### src/hw/rtl/hsd_pkg.sv
// Package for the two-stage handshake detector.
// Holds the transfer payload types, the match strings and their lookups.
// It has no dependencies. Both modules import it.
package hsd_pkg;

  // Length of the handshake string and of the command word.
  localparam int HS_LEN   = 14;
  localparam int WORD_LEN = 6;

  // Acknowledge byte that a caller sends when send_ack is set.
  localparam logic [7:0] ACK_CODE = 8'h06;

  // Widths of the match counters.
  localparam int HS_CNT_W   = 4;
  localparam int WORD_CNT_W = 3;

  // Matcher stage, one-hot.
  typedef enum logic [1:0] {
    ST_HANDSHAKE = 2'b01,
    ST_WORD      = 2'b10
  } hsd_stage_t;

  // Payload of one input transfer.
  typedef struct packed {
    logic [7:0] rx_byte;
  } hsd_item_t;

  // Payload of one result transfer.
  typedef struct packed {
    logic        send_ack;
    logic        enter_update;
    logic        stage_now;
    logic [3:0]  handshake_progress;
    logic [31:0] bytes_seen;
    logic        triggered_flag;
  } hsd_result_t;

  // Handshake string "PROGRAMBT9000U". Unused entries read as zero.
  function automatic logic [7:0] hs_char(input logic [HS_CNT_W-1:0] idx);
    logic [7:0] ch;
    case (idx)
      4'd0:    ch = "P";
      4'd1:    ch = "R";
      4'd2:    ch = "O";
      4'd3:    ch = "G";
      4'd4:    ch = "R";
      4'd5:    ch = "A";
      4'd6:    ch = "M";
      4'd7:    ch = "B";
      4'd8:    ch = "T";
      4'd9:    ch = "9";
      4'd10:   ch = "0";
      4'd11:   ch = "0";
      4'd12:   ch = "0";
      4'd13:   ch = "U";
      default: ch = 8'h00;
    endcase
    return ch;
  endfunction

  // Command word "UPDATE". Unused entries read as zero.
  function automatic logic [7:0] word_char(input logic [WORD_CNT_W-1:0] idx);
    logic [7:0] ch;
    case (idx)
      3'd0:    ch = "U";
      3'd1:    ch = "P";
      3'd2:    ch = "D";
      3'd3:    ch = "A";
      3'd4:    ch = "T";
      3'd5:    ch = "E";
      default: ch = 8'h00;
    endcase
    return ch;
  endfunction

endpackage

### src/hw/rtl/hsd_matcher.sv
// Sequence matcher state and next-state logic of the handshake detector.
// Depends on hsd_pkg for the match strings, stage type and result type.
// State advances only when the caller commits a byte.
module hsd_matcher
  import hsd_pkg::*;
(
  input  logic        clk,
  input  logic        rst_n,
  input  logic        commit,
  input  logic [7:0]  rx_byte,
  output hsd_result_t result
);

  hsd_stage_t              stage_r, stage_nxt;
  logic [HS_CNT_W-1:0]     hs_cnt_r, hs_cnt_nxt;
  logic [WORD_CNT_W-1:0]   word_cnt_r, word_cnt_nxt;
  logic                    done_r, done_nxt;
  logic [31:0]             byte_cnt_r, byte_cnt_nxt;
  logic                    ack;
  logic                    enter;
  logic [HS_CNT_W:0]       hs_inc;
  logic [WORD_CNT_W:0]     word_inc;

  assign hs_inc   = {1'b0, hs_cnt_r} + 1'b1;
  assign word_inc = {1'b0, word_cnt_r} + 1'b1;

  // Next state for the byte being committed.
  always_comb begin
    stage_nxt    = stage_r;
    hs_cnt_nxt   = hs_cnt_r;
    word_cnt_nxt = word_cnt_r;
    done_nxt     = done_r;
    byte_cnt_nxt = byte_cnt_r + 32'd1;
    ack          = 1'b0;
    enter        = 1'b0;
    if (!done_r) begin
      case (stage_r)
        ST_HANDSHAKE: begin
          if (rx_byte == hs_char(hs_cnt_r)) begin
            if (hs_inc == (HS_CNT_W+1)'(HS_LEN)) begin
              hs_cnt_nxt = '0;
              stage_nxt  = ST_WORD;
              ack        = 1'b1;
            end else begin
              hs_cnt_nxt = hs_inc[HS_CNT_W-1:0];
            end
          end else begin
            hs_cnt_nxt = (rx_byte == hs_char('0)) ? HS_CNT_W'(1) : '0;
          end
        end
        ST_WORD: begin
          if (rx_byte == word_char(word_cnt_r)) begin
            if (word_inc == (WORD_CNT_W+1)'(WORD_LEN)) begin
              word_cnt_nxt = '0;
              done_nxt     = 1'b1;
              ack          = 1'b1;
              enter        = 1'b1;
            end else begin
              word_cnt_nxt = word_inc[WORD_CNT_W-1:0];
            end
          end else begin
            word_cnt_nxt = (rx_byte == word_char('0)) ? WORD_CNT_W'(1) : '0;
            // The first handshake character restarts the handshake.
            if (rx_byte == hs_char('0)) begin
              stage_nxt  = ST_HANDSHAKE;
              hs_cnt_nxt = HS_CNT_W'(1);
            end
          end
        end
        default: begin
          stage_nxt = ST_HANDSHAKE;
        end
      endcase
    end
  end

  // State registers, updated once per committed byte.
  always_ff @(posedge clk) begin
    if (!rst_n) begin
      stage_r    <= ST_HANDSHAKE;
      hs_cnt_r   <= '0;
      word_cnt_r <= '0;
      done_r     <= 1'b0;
      byte_cnt_r <= '0;
    end else if (commit) begin
      stage_r    <= stage_nxt;
      hs_cnt_r   <= hs_cnt_nxt;
      word_cnt_r <= word_cnt_nxt;
      done_r     <= done_nxt;
      byte_cnt_r <= byte_cnt_nxt;
    end
  end

  // Result fields reflect the state after this byte.
  always_comb begin
    result.send_ack           = ack;
    result.enter_update       = enter;
    result.stage_now          = (stage_nxt == ST_WORD);
    result.handshake_progress = hs_cnt_nxt;
    result.bytes_seen         = byte_cnt_nxt;
    result.triggered_flag     = done_nxt;
  end

`ifndef ASSERT_OFF
  // The trigger never clears once set.
  a_done_sticky: assert property (@(posedge clk) disable iff (!rst_n)
    done_r |=> done_r)
    else $error("trigger flag cleared");

  // Entering update mode always comes with an acknowledge.
  a_enter_acks: assert property (@(posedge clk) disable iff (!rst_n)
    enter |-> ack)
    else $error("enter_update without send_ack");

  // While waiting for the word, the handshake count is idle at zero.
  a_word_hs_idle: assert property (@(posedge clk) disable iff (!rst_n)
    (stage_r == ST_WORD) |-> (hs_cnt_r == '0))
    else $error("handshake count nonzero in word stage");

  // Counters never reach their full lengths.
  a_cnt_range: assert property (@(posedge clk) disable iff (!rst_n)
    (32'(hs_cnt_r) < HS_LEN) && (32'(word_cnt_r) < WORD_LEN))
    else $error("match counter out of range");

  // Each committed byte advances the byte count by one.
  a_byte_cnt: assert property (@(posedge clk) disable iff (!rst_n)
    commit |=> (byte_cnt_r == $past(byte_cnt_r) + 32'd1))
    else $error("byte count did not advance");
`endif

endmodule

### config.mk
export PLATFORM = sky130hd
export DESIGN_NAME = hsd_matcher
export DESIGN_NICKNAME = d
export VERILOG_FILES = /design/src/hw/rtl/hsd_pkg.sv /design/src/hw/rtl/hsd_matcher.sv
export SDC_FILE = /design/constraint.sdc
export NUM_CORES = 1
export LEC_CHECK = 0
export BUFFER_PORTS_ARGS = -buffer_cell sky130_fd_sc_hd__clkbuf_2
export CAP_MARGIN = 20
export CORE_AREA = 5 5 83 85
export CTS_CLUSTER_DIAMETER = 120
export CTS_CLUSTER_SIZE = 25
export DETAILED_ROUTE_END_ITERATION = 6
export DIE_AREA = 0 0 88 90
export PLACE_DENSITY = 0.9
export SLEW_MARGIN = 20
export SYNTH_ARGS = -nofsm -noshare
export SYNTH_HDL_FRONTEND = slang
export SYNTH_SLANG_ARGS = --single-unit
### constraint.sdc
create_clock -name clk -period 3.7 [get_ports clk]
set_input_delay 0.925 -clock clk [delete_from_list [all_inputs] [get_ports clk]]
set_output_delay 0.925 -clock clk [all_outputs]
set_load 0.1 [all_outputs]
==> results of run 1 <==
logic make-up (layout without fill, tap and decap cells):
logic type	after synthesis	after routing	synth area share
buffers and inverters	39	86	0.0630
XOR/XNOR	71	71	0.181
AND/OR/NAND/NOR	189	189	0.293
multiplexers	3	3	0.00875
AO/OA/AOI/OAI	61	61	0.129
adder cells (fa/ha/maj)	11	11	0.0401
flip-flops	49	49	0.286
worst max-delay path, delay by kind of cell:
kind            cells  cell delay, ps
compound gates      2             650
buf+inv             2             340
xor+xnor            1             220
simple gates        3             570
report_power, final:
group,internal (mW),switching [mW]
clock,0.131,0.174
combinational,0.0256,0.0777
sequential,0.530,0.00393
routing by layer:
metal	global-route usage	part of all wire	wire length, um	up-vias
li1	-	-	-	1549
met1	0.252	0.43	3470	1490
met2	0.364	0.51	4120	100
met3	0.0338	0.046	376	16
met4	0.0806	0.021	169	0
met5	0	0	0	-
worst paths after layout:
| path | endpoint | cells after the start | start | slack (ps) |
|---|---|---|---|---|
| worst max-delay path | result[37] | 8 | rx_byte[2] | 80 |
| worst min-delay path | byte_cnt_r[29] | 2 | byte_cnt_r[29] | 530 |
| worst max register to register | flop | 11 | hs_cnt_r[1] | 630 |
| worst min register to register | byte_cnt_r[29] | 2 | byte_cnt_r[29] | 530 |
layout make-up:
| cell class | instances | area (um^2) |
|---|---|---|
| Timing Repair Buffer | 65 | 638 |
| Multi-Input combinational cell | 335 | 2390 |
| Fill cell | 472 | 1890 |
| Tap cell | 77 | 96.3 |
| Inverter | 13 | 48.8 |
| Sequential cell | 49 | 985 |
| Clock buffer | 6 | 72.6 |
| Clock inverter | 2 | 10.0 |
synth_stat cells (3+ instances only):
library cell	instances
sky130_fd_sc_hd__nor2_1	57
sky130_fd_sc_hd__dfxtp_1	49
sky130_fd_sc_hd__xor2_1	44
sky130_fd_sc_hd__nand2_1	36
sky130_fd_sc_hd__xnor2_1	27
sky130_fd_sc_hd__nand3_1	20
sky130_fd_sc_hd__o21ai_0	15
sky130_fd_sc_hd__inv_1	13
sky130_fd_sc_hd__clkbuf_1	12
sky130_fd_sc_hd__nand4_1	12
sky130_fd_sc_hd__and3_1	11
sky130_fd_sc_hd__ha_1	11
sky130_fd_sc_hd__a21oi_1	10
sky130_fd_sc_hd__nor3_1	8
sky130_fd_sc_hd__nor4_1	6
sky130_fd_sc_hd__a211oi_1	5
sky130_fd_sc_hd__and2_1	5
sky130_fd_sc_hd__nor2b_1	5
sky130_fd_sc_hd__buf_4	4
sky130_fd_sc_hd__nand4b_1	4
sky130_fd_sc_hd__and4_1	3
sky130_fd_sc_hd__clkbuf_8	3
sky130_fd_sc_hd__mux2i_1	3
sky130_fd_sc_hd__nand3b_1	3
sky130_fd_sc_hd__o211ai_1	3
sky130_fd_sc_hd__o21a_1	3
sky130_fd_sc_hd__o21bai_1	3
timing repair:
action	CTS	global route
setup buffers	0	1
pin swaps	0	2
hold buffers	0	0
resized for setup	4	10
endpoints found under the setup margin	8	11
==> run_summary.xml, run 1 <==
<?xml version="1.0" encoding="UTF-8"?>
<metrics>
  <group name="setup_path">
    <metric name="critical_path.max_fanout" unit="">5</metric>
    <metric name="worst_path_largest_cell_delay" unit="ps">390</metric>
    <metric name="start_kind" unit="">primary input</metric>
    <metric name="critPathArrivalTime" unit="ps">2700</metric>
    <metric name="setup.worst_path.end_class" unit="">output pin</metric>
    <metric name="crit_required" unit="ps">2770</metric>
    <metric name="timing.critical_path.slowest_stage_cell" unit="">sky130_fd_sc_hd__a311o_1</metric>
    <metric name="timing.critical_path.cells" unit="">clkbuf_2 -&gt; xnor2_1 -&gt; nand4_1 -&gt; nor2_1 -&gt; nand2_1 -&gt; a311o_1 -&gt; a22oi_2 -&gt; buf_12</metric>
    <metric name="setup.worst_path.class" unit="">primary input to output pin</metric>
  </group>
  <group name="synthesis">
    <metric name="post_synth_inst_count" unit="">423</metric>
    <metric name="synth_top_cells_by_area" unit="">sky130_fd_sc_hd__dfxtp_1 (29%), sky130_fd_sc_hd__xor2_1 (11%), sky130_fd_sc_hd__xnor2_1 (6.9%)</metric>
    <metric name="mappedNetlistNets" unit="">445</metric>
    <metric name="yosys_register_bits" unit="">49</metric>
    <metric name="ys.warnings.count" unit="">0</metric>
    <metric name="synth.yosys.seq_area_share" unit="">0.286</metric>
    <metric name="synthDominantCellAreaShare" unit="">0.286</metric>
    <metric name="netlist-cell-type-count" unit="">62</metric>
    <metric name="cell_type_contributing_the_most_total_cell_area_after_synthesis" unit="">sky130_fd_sc_hd__dfxtp_1</metric>
    <metric name="synth_enable_flop_cells" unit="">0</metric>
    <metric name="synth_area" unit="mm^2">0.00343</metric>
    <metric name="synth.avg_cell_area" unit="um^2">8.12</metric>
    <metric name="async_flop_share" unit="">0</metric>
    <metric name="flip_flop_cell_with_the_highest_count_after_synthesis" unit="">sky130_fd_sc_hd__dfxtp_1</metric>
  </group>
  <group name="timing">
    <metric name="final_critical_path_setup_slack" unit="ps">76.3</metric>
    <metric name="max_clock_freq" unit="GHz">0.276</metric>
    <metric name="finalCritPeriodShare" unit="">0.979</metric>
    <metric name="final.setup.tns" unit="ps">0</metric>
    <metric name="worstMarginPinSlew" unit="ps">551</metric>
    <metric name="post_route_clock_skew" unit="ps">13.0</metric>
    <metric name="timing.hold.ws" unit="ps">529</metric>
    <metric name="slew-limit-headroom" unit="">0.634</metric>
    <metric name="report.final.hold_viol_count" unit="">0</metric>
    <metric name="maxSlewViolCount" unit="">0</metric>
    <metric name="report.final.setup_viol" unit="">0</metric>
    <metric name="finalWorstPathRequiredPeriod" unit="ps">3620</metric>
  </group>
  <group name="cts">
    <metric name="max-clock-path-buffers" unit="">2</metric>
    <metric name="cts_htree_levels" unit="">2</metric>
    <metric name="cts_tree" unit="">built</metric>
    <metric name="clk_transition_reported_paths" unit="ps">80</metric>
    <metric name="clock-root-buffer" unit="">sky130_fd_sc_hd__clkbuf_8</metric>
    <metric name="cts-buffers-inserted" unit="">5</metric>
    <metric name="clkSinkCount" unit="">49</metric>
    <metric name="worst_skew_pair.late_latency" unit="ps">300</metric>
  </group>
  <group name="placed_design">
    <metric name="place.detailed.hpwl" unit="um">6080</metric>
    <metric name="placement.io_buffers" unit="">50</metric>
    <metric name="number_of_instances_in_the_placed_design" unit="">538</metric>
    <metric name="dpl-instance-area" unit="mm^2">0.00411</metric>
    <metric name="gpl.final_weighted_congestion" unit="">0.919</metric>
    <metric name="detailedPlace.worstSlack" unit="ps">-15.0</metric>
  </group>
  <group name="power_and_ir_drop">
    <metric name="ir_worst_vdd" unit="uV">186</metric>
    <metric name="power_density" unit="mW/mm^2">222</metric>
    <metric name="post-layout-total-power" unit="uW">943</metric>
    <metric name="leakage" unit="nW">1.80</metric>
  </group>
  <group name="global_route">
    <metric name="antenna_found_initial" unit="">0</metric>
    <metric name="grt_util_all_layers" unit="">0.209</metric>
    <metric name="grt_pass1_wl" unit="um">13900</metric>
    <metric name="grt.overflow.total" unit="">0</metric>
    <metric name="number_of_global_route_vias_before_repair" unit="">3157</metric>
    <metric name="grt_start_max_net_pins" unit="">40</metric>
  </group>
  <group name="drt">
    <metric name="drt-vias-per-instance" unit="">5.77</metric>
    <metric name="ant_nets" unit="">0</metric>
    <metric name="route.final.wire_length" unit="um">8140</metric>
    <metric name="detail_route.iter0.violations" unit="">204</metric>
    <metric name="post-route-drc-count" unit="">0</metric>
    <metric name="drtPass1Iterations" unit="">4</metric>
    <metric name="drt-wirelength-per-cell" unit="um">14.9</metric>
    <metric name="num_vias" unit="">3155</metric>
  </group>
  <group name="hold_path">
    <metric name="timing.hold.worst.class" unit="">flop to flop</metric>
  </group>
  <group name="run">
    <metric name="maxCapViolations" unit="">0</metric>
  </group>
  <group name="final_layout">
    <metric name="final_design_area_no_fill" unit="mm^2">0.00424</metric>
    <metric name="layout.core_utilization" unit="">0.692</metric>
    <metric name="num-nets-final" unit="">491</metric>
    <metric name="antenna_cells" unit="">0</metric>
    <metric name="post_route_cells_drive_above_1_share" unit="">0.251</metric>
    <metric name="instances_no_fill" unit="">547</metric>
    <metric name="layout_commonest_cell" unit="">sky130_fd_sc_hd__nor2_1</metric>
    <metric name="layout.cells.most_common_list" unit="">sky130_fd_sc_hd__nor2_1 (55), sky130_fd_sc_hd__dfxtp_1 (46), sky130_fd_sc_hd__xor2_1 (36), sky130_fd_sc_hd__nand2_1 (36), sky130_fd_sc_hd__clkbuf_2 (30)</metric>
    <metric name="area_growth" unit="%">23.6</metric>
  </group>
  <group name="floorplan">
    <metric name="io-pin-count" unit="">51</metric>
    <metric name="initial_utilization" unit="">0.560</metric>
    <metric name="die_area" unit="mm^2">0.00792</metric>
    <metric name="dieHeight" unit="um">90</metric>
    <metric name="design.core.area" unit="mm^2">0.00613</metric>
    <metric name="chipWidth" unit="um">88</metric>
    <metric name="floorplan.rows" unit="">29</metric>
  </group>
  <group name="status">
    <metric name="result_of_the_run" unit="">finished clean</metric>
  </group>
</metrics>
(Power assumes the default switching activity.)
==> run 2, diff against run 1 <==
- CORE_AREA: 5 5 83 85 -> 5 5 99 101
- DIE_AREA: 0 0 88 90 -> 0 0 104 106
- PLACE_DENSITY: 0.9 -> 0.66
==> run_summary.xml, run 2 (synthesis gave the netlist of run 1 again) <==
<?xml version="1.0" encoding="UTF-8"?>
<metrics>
  <group name="global_route">
    <metric name="number_of_global_route_vias_before_repair" unit="">3028</metric>
    <metric name="grt_pass1_wl" unit="um">13900</metric>
    <metric name="grt_start_max_net_pins" unit="">40</metric>
    <metric name="grt_util_all_layers" unit="">0.146</metric>
    <metric name="antenna_found_initial" unit="">0</metric>
    <metric name="grt.overflow.total" unit="">0</metric>
  </group>
  <group name="final_layout">
    <metric name="area_growth" unit="%">26.0</metric>
    <metric name="layout.core_utilization" unit="">0.484</metric>
    <metric name="num-nets-final" unit="">493</metric>
    <metric name="layout.cells.most_common_list" unit="">sky130_fd_sc_hd__nor2_1 (54), sky130_fd_sc_hd__dfxtp_1 (48), sky130_fd_sc_hd__xor2_1 (36), sky130_fd_sc_hd__nand2_1 (36), sky130_fd_sc_hd__clkbuf_2 (30)</metric>
    <metric name="antenna_cells" unit="">0</metric>
    <metric name="fillCellCount" unit="">870</metric>
    <metric name="post_route_cells_drive_above_1_share" unit="">0.255</metric>
    <metric name="layout_commonest_cell" unit="">sky130_fd_sc_hd__nor2_1</metric>
  </group>
  <group name="drt">
    <metric name="drtPass1Iterations" unit="">4</metric>
    <metric name="detailroute.wirelength.met2" unit="um">4010</metric>
    <metric name="detailroute.wirelength.met3" unit="um">420</metric>
    <metric name="drt-wirelength-per-cell" unit="um">14.2</metric>
    <metric name="drt-vias-per-instance" unit="">5.35</metric>
    <metric name="wl_met1" unit="um">3770</metric>
    <metric name="detail_route.iter0.violations" unit="">92</metric>
    <metric name="highest-signal-layer" unit="">met4</metric>
    <metric name="post-route-drc-count" unit="">0</metric>
    <metric name="num_vias" unit="">3115</metric>
    <metric name="route.final.wire_length" unit="um">8260</metric>
    <metric name="ant_nets" unit="">0</metric>
  </group>
  <group name="placed_design">
    <metric name="place.detailed.hpwl" unit="um">6120</metric>
    <metric name="placement.io_buffers" unit="">50</metric>
    <metric name="gpl.final_weighted_congestion" unit="">0.898</metric>
  </group>
  <group name="status">
    <metric name="result_of_the_run" unit="">finished clean</metric>
  </group>
  <group name="timing">
    <metric name="worstMarginPinSlew" unit="ps">566</metric>
    <metric name="report.final.hold_viol_count" unit="">0</metric>
    <metric name="finalCritPeriodShare" unit="">0.963</metric>
    <metric name="final.setup.tns" unit="ps">0</metric>
    <metric name="post_route_clock_skew" unit="ps">11.5</metric>
    <metric name="max_clock_freq" unit="GHz">0.281</metric>
    <metric name="finalWorstPathRequiredPeriod" unit="ps">3560</metric>
    <metric name="report.final.setup_viol" unit="">0</metric>
    <metric name="maxSlewViolCount" unit="">0</metric>
    <metric name="slew-limit-headroom" unit="">0.624</metric>
  </group>
  <group name="cts">
    <metric name="cts-buffers-inserted" unit="">5</metric>
    <metric name="postCtsHoldBufs" unit="">0</metric>
    <metric name="clk_transition_reported_paths" unit="ps">70</metric>
    <metric name="cts_tree" unit="">built</metric>
    <metric name="max-clock-path-buffers" unit="">2</metric>
    <metric name="clock-root-buffer" unit="">sky130_fd_sc_hd__clkbuf_8</metric>
    <metric name="clkSinkCount" unit="">49</metric>
    <metric name="cts_htree_levels" unit="">2</metric>
    <metric name="worst_skew_pair.late_latency" unit="ps">300</metric>
  </group>
  <group name="power_and_ir_drop">
    <metric name="post-layout-total-power" unit="uW">954</metric>
    <metric name="power_density" unit="mW/mm^2">221</metric>
    <metric name="ir_worst_vdd" unit="uV">121</metric>
    <metric name="leakage" unit="nW">1.81</metric>
  </group>
  <group name="floorplan">
    <metric name="io-pin-count" unit="">51</metric>
    <metric name="design.core.area" unit="mm^2">0.00893</metric>
    <metric name="initial_utilization" unit="">0.384</metric>
    <metric name="dieHeight" unit="um">106</metric>
    <metric name="die_area" unit="mm^2">0.0110</metric>
    <metric name="floorplan.rows" unit="">35</metric>
    <metric name="chipWidth" unit="um">104</metric>
  </group>
  <group name="setup_path">
    <metric name="crit_required" unit="ps">2770</metric>
    <metric name="critical_path.max_fanout" unit="">5</metric>
    <metric name="critPathArrivalTime" unit="ps">2640</metric>
    <metric name="start_kind" unit="">primary input</metric>
    <metric name="setup.worst_path.end_class" unit="">output pin</metric>
    <metric name="setup.worst_path.class" unit="">primary input to output pin</metric>
  </group>
  <group name="run">
    <metric name="maxCapViolations" unit="">0</metric>
  </group>
  <group name="hold_path">
    <metric name="timing.hold.worst.class" unit="">flop to flop</metric>
  </group>
</metrics>
==> run 2: area by class of cell <==
cell class                      instances  area, um^2  area share
Inverter                               13        48.8      0.0113
Multi-Input combinational cell        335        2400       0.556
Tap cell                              111         139      0.0321
Sequential cell                        49         982       0.227
Timing Repair Buffer                   67         666       0.154
Clock buffer                            7        86.3      0.0200
==> run 2: what timing repair did <==
| action | in CTS | in global routing |
|---|---|---|
| gates resized for setup | 1 | 13 |
| setup buffers | 0 | 1 |
| pin swaps | 0 | 1 |
| endpoints found under the setup margin | 4 | 15 |
==> run 2: final timing paths <==
| path | start | to | slack, ps | cells after the start |
|---|---|---|---|---|
| worst max-delay path | rx_byte[2] | result[37] | 140 | 8 |
| worst min-delay path | byte_cnt_r[31] | byte_cnt_r[31] | 510 | 2 |
| worst max register to register | hs_cnt_r[1] | flop | 690 | 11 |
| worst min register to register | byte_cnt_r[31] | byte_cnt_r[31] | 510 | 2 |
==> run 2: worst max-delay path, cell delays in order <==
cell and delay, ps:
sky130_fd_sc_hd__clkbuf_2 130, sky130_fd_sc_hd__xnor2_1 200, sky130_fd_sc_hd__nand4_1 230, sky130_fd_sc_hd__nor2_1 260, sky130_fd_sc_hd__nand2_1 80, sky130_fd_sc_hd__a311o_1 380
sky130_fd_sc_hd__a22oi_2 220, sky130_fd_sc_hd__buf_12 200
==> run 2: power breakdown <==
part | internal (mW) | switching [mW] | total, mW
sequential | 0.531 | 0.00396 | 0.534
clock | 0.149 | 0.167 | 0.316
combinational | 0.0261 | 0.0774 | 0.103
==> run 2: metal layers <==
metal / track usage / vias to the layer above
met5: 0 / -
met4: 0.0287 / 0
met3: 0.0328 / 5
met2: 0.250 / 67
met1: 0.191 / 1487
li1: - / 1556
==> run 2: through the flow <==
stage / instance area, um^2 / hold slack (ps) / setup slack [ps] / instances
floorplan: 3550 / 480 / -487 / 423
global placement: 4180 / 489 / 147 / 574
detailed placement: 4180 / 502 / 77.0 / 574
CTS: 4260 / 514 / -3.66 / 581
global route: 4330 / 539 / -17.4 / 582
finish: 4330 / 508 / 136 / 582
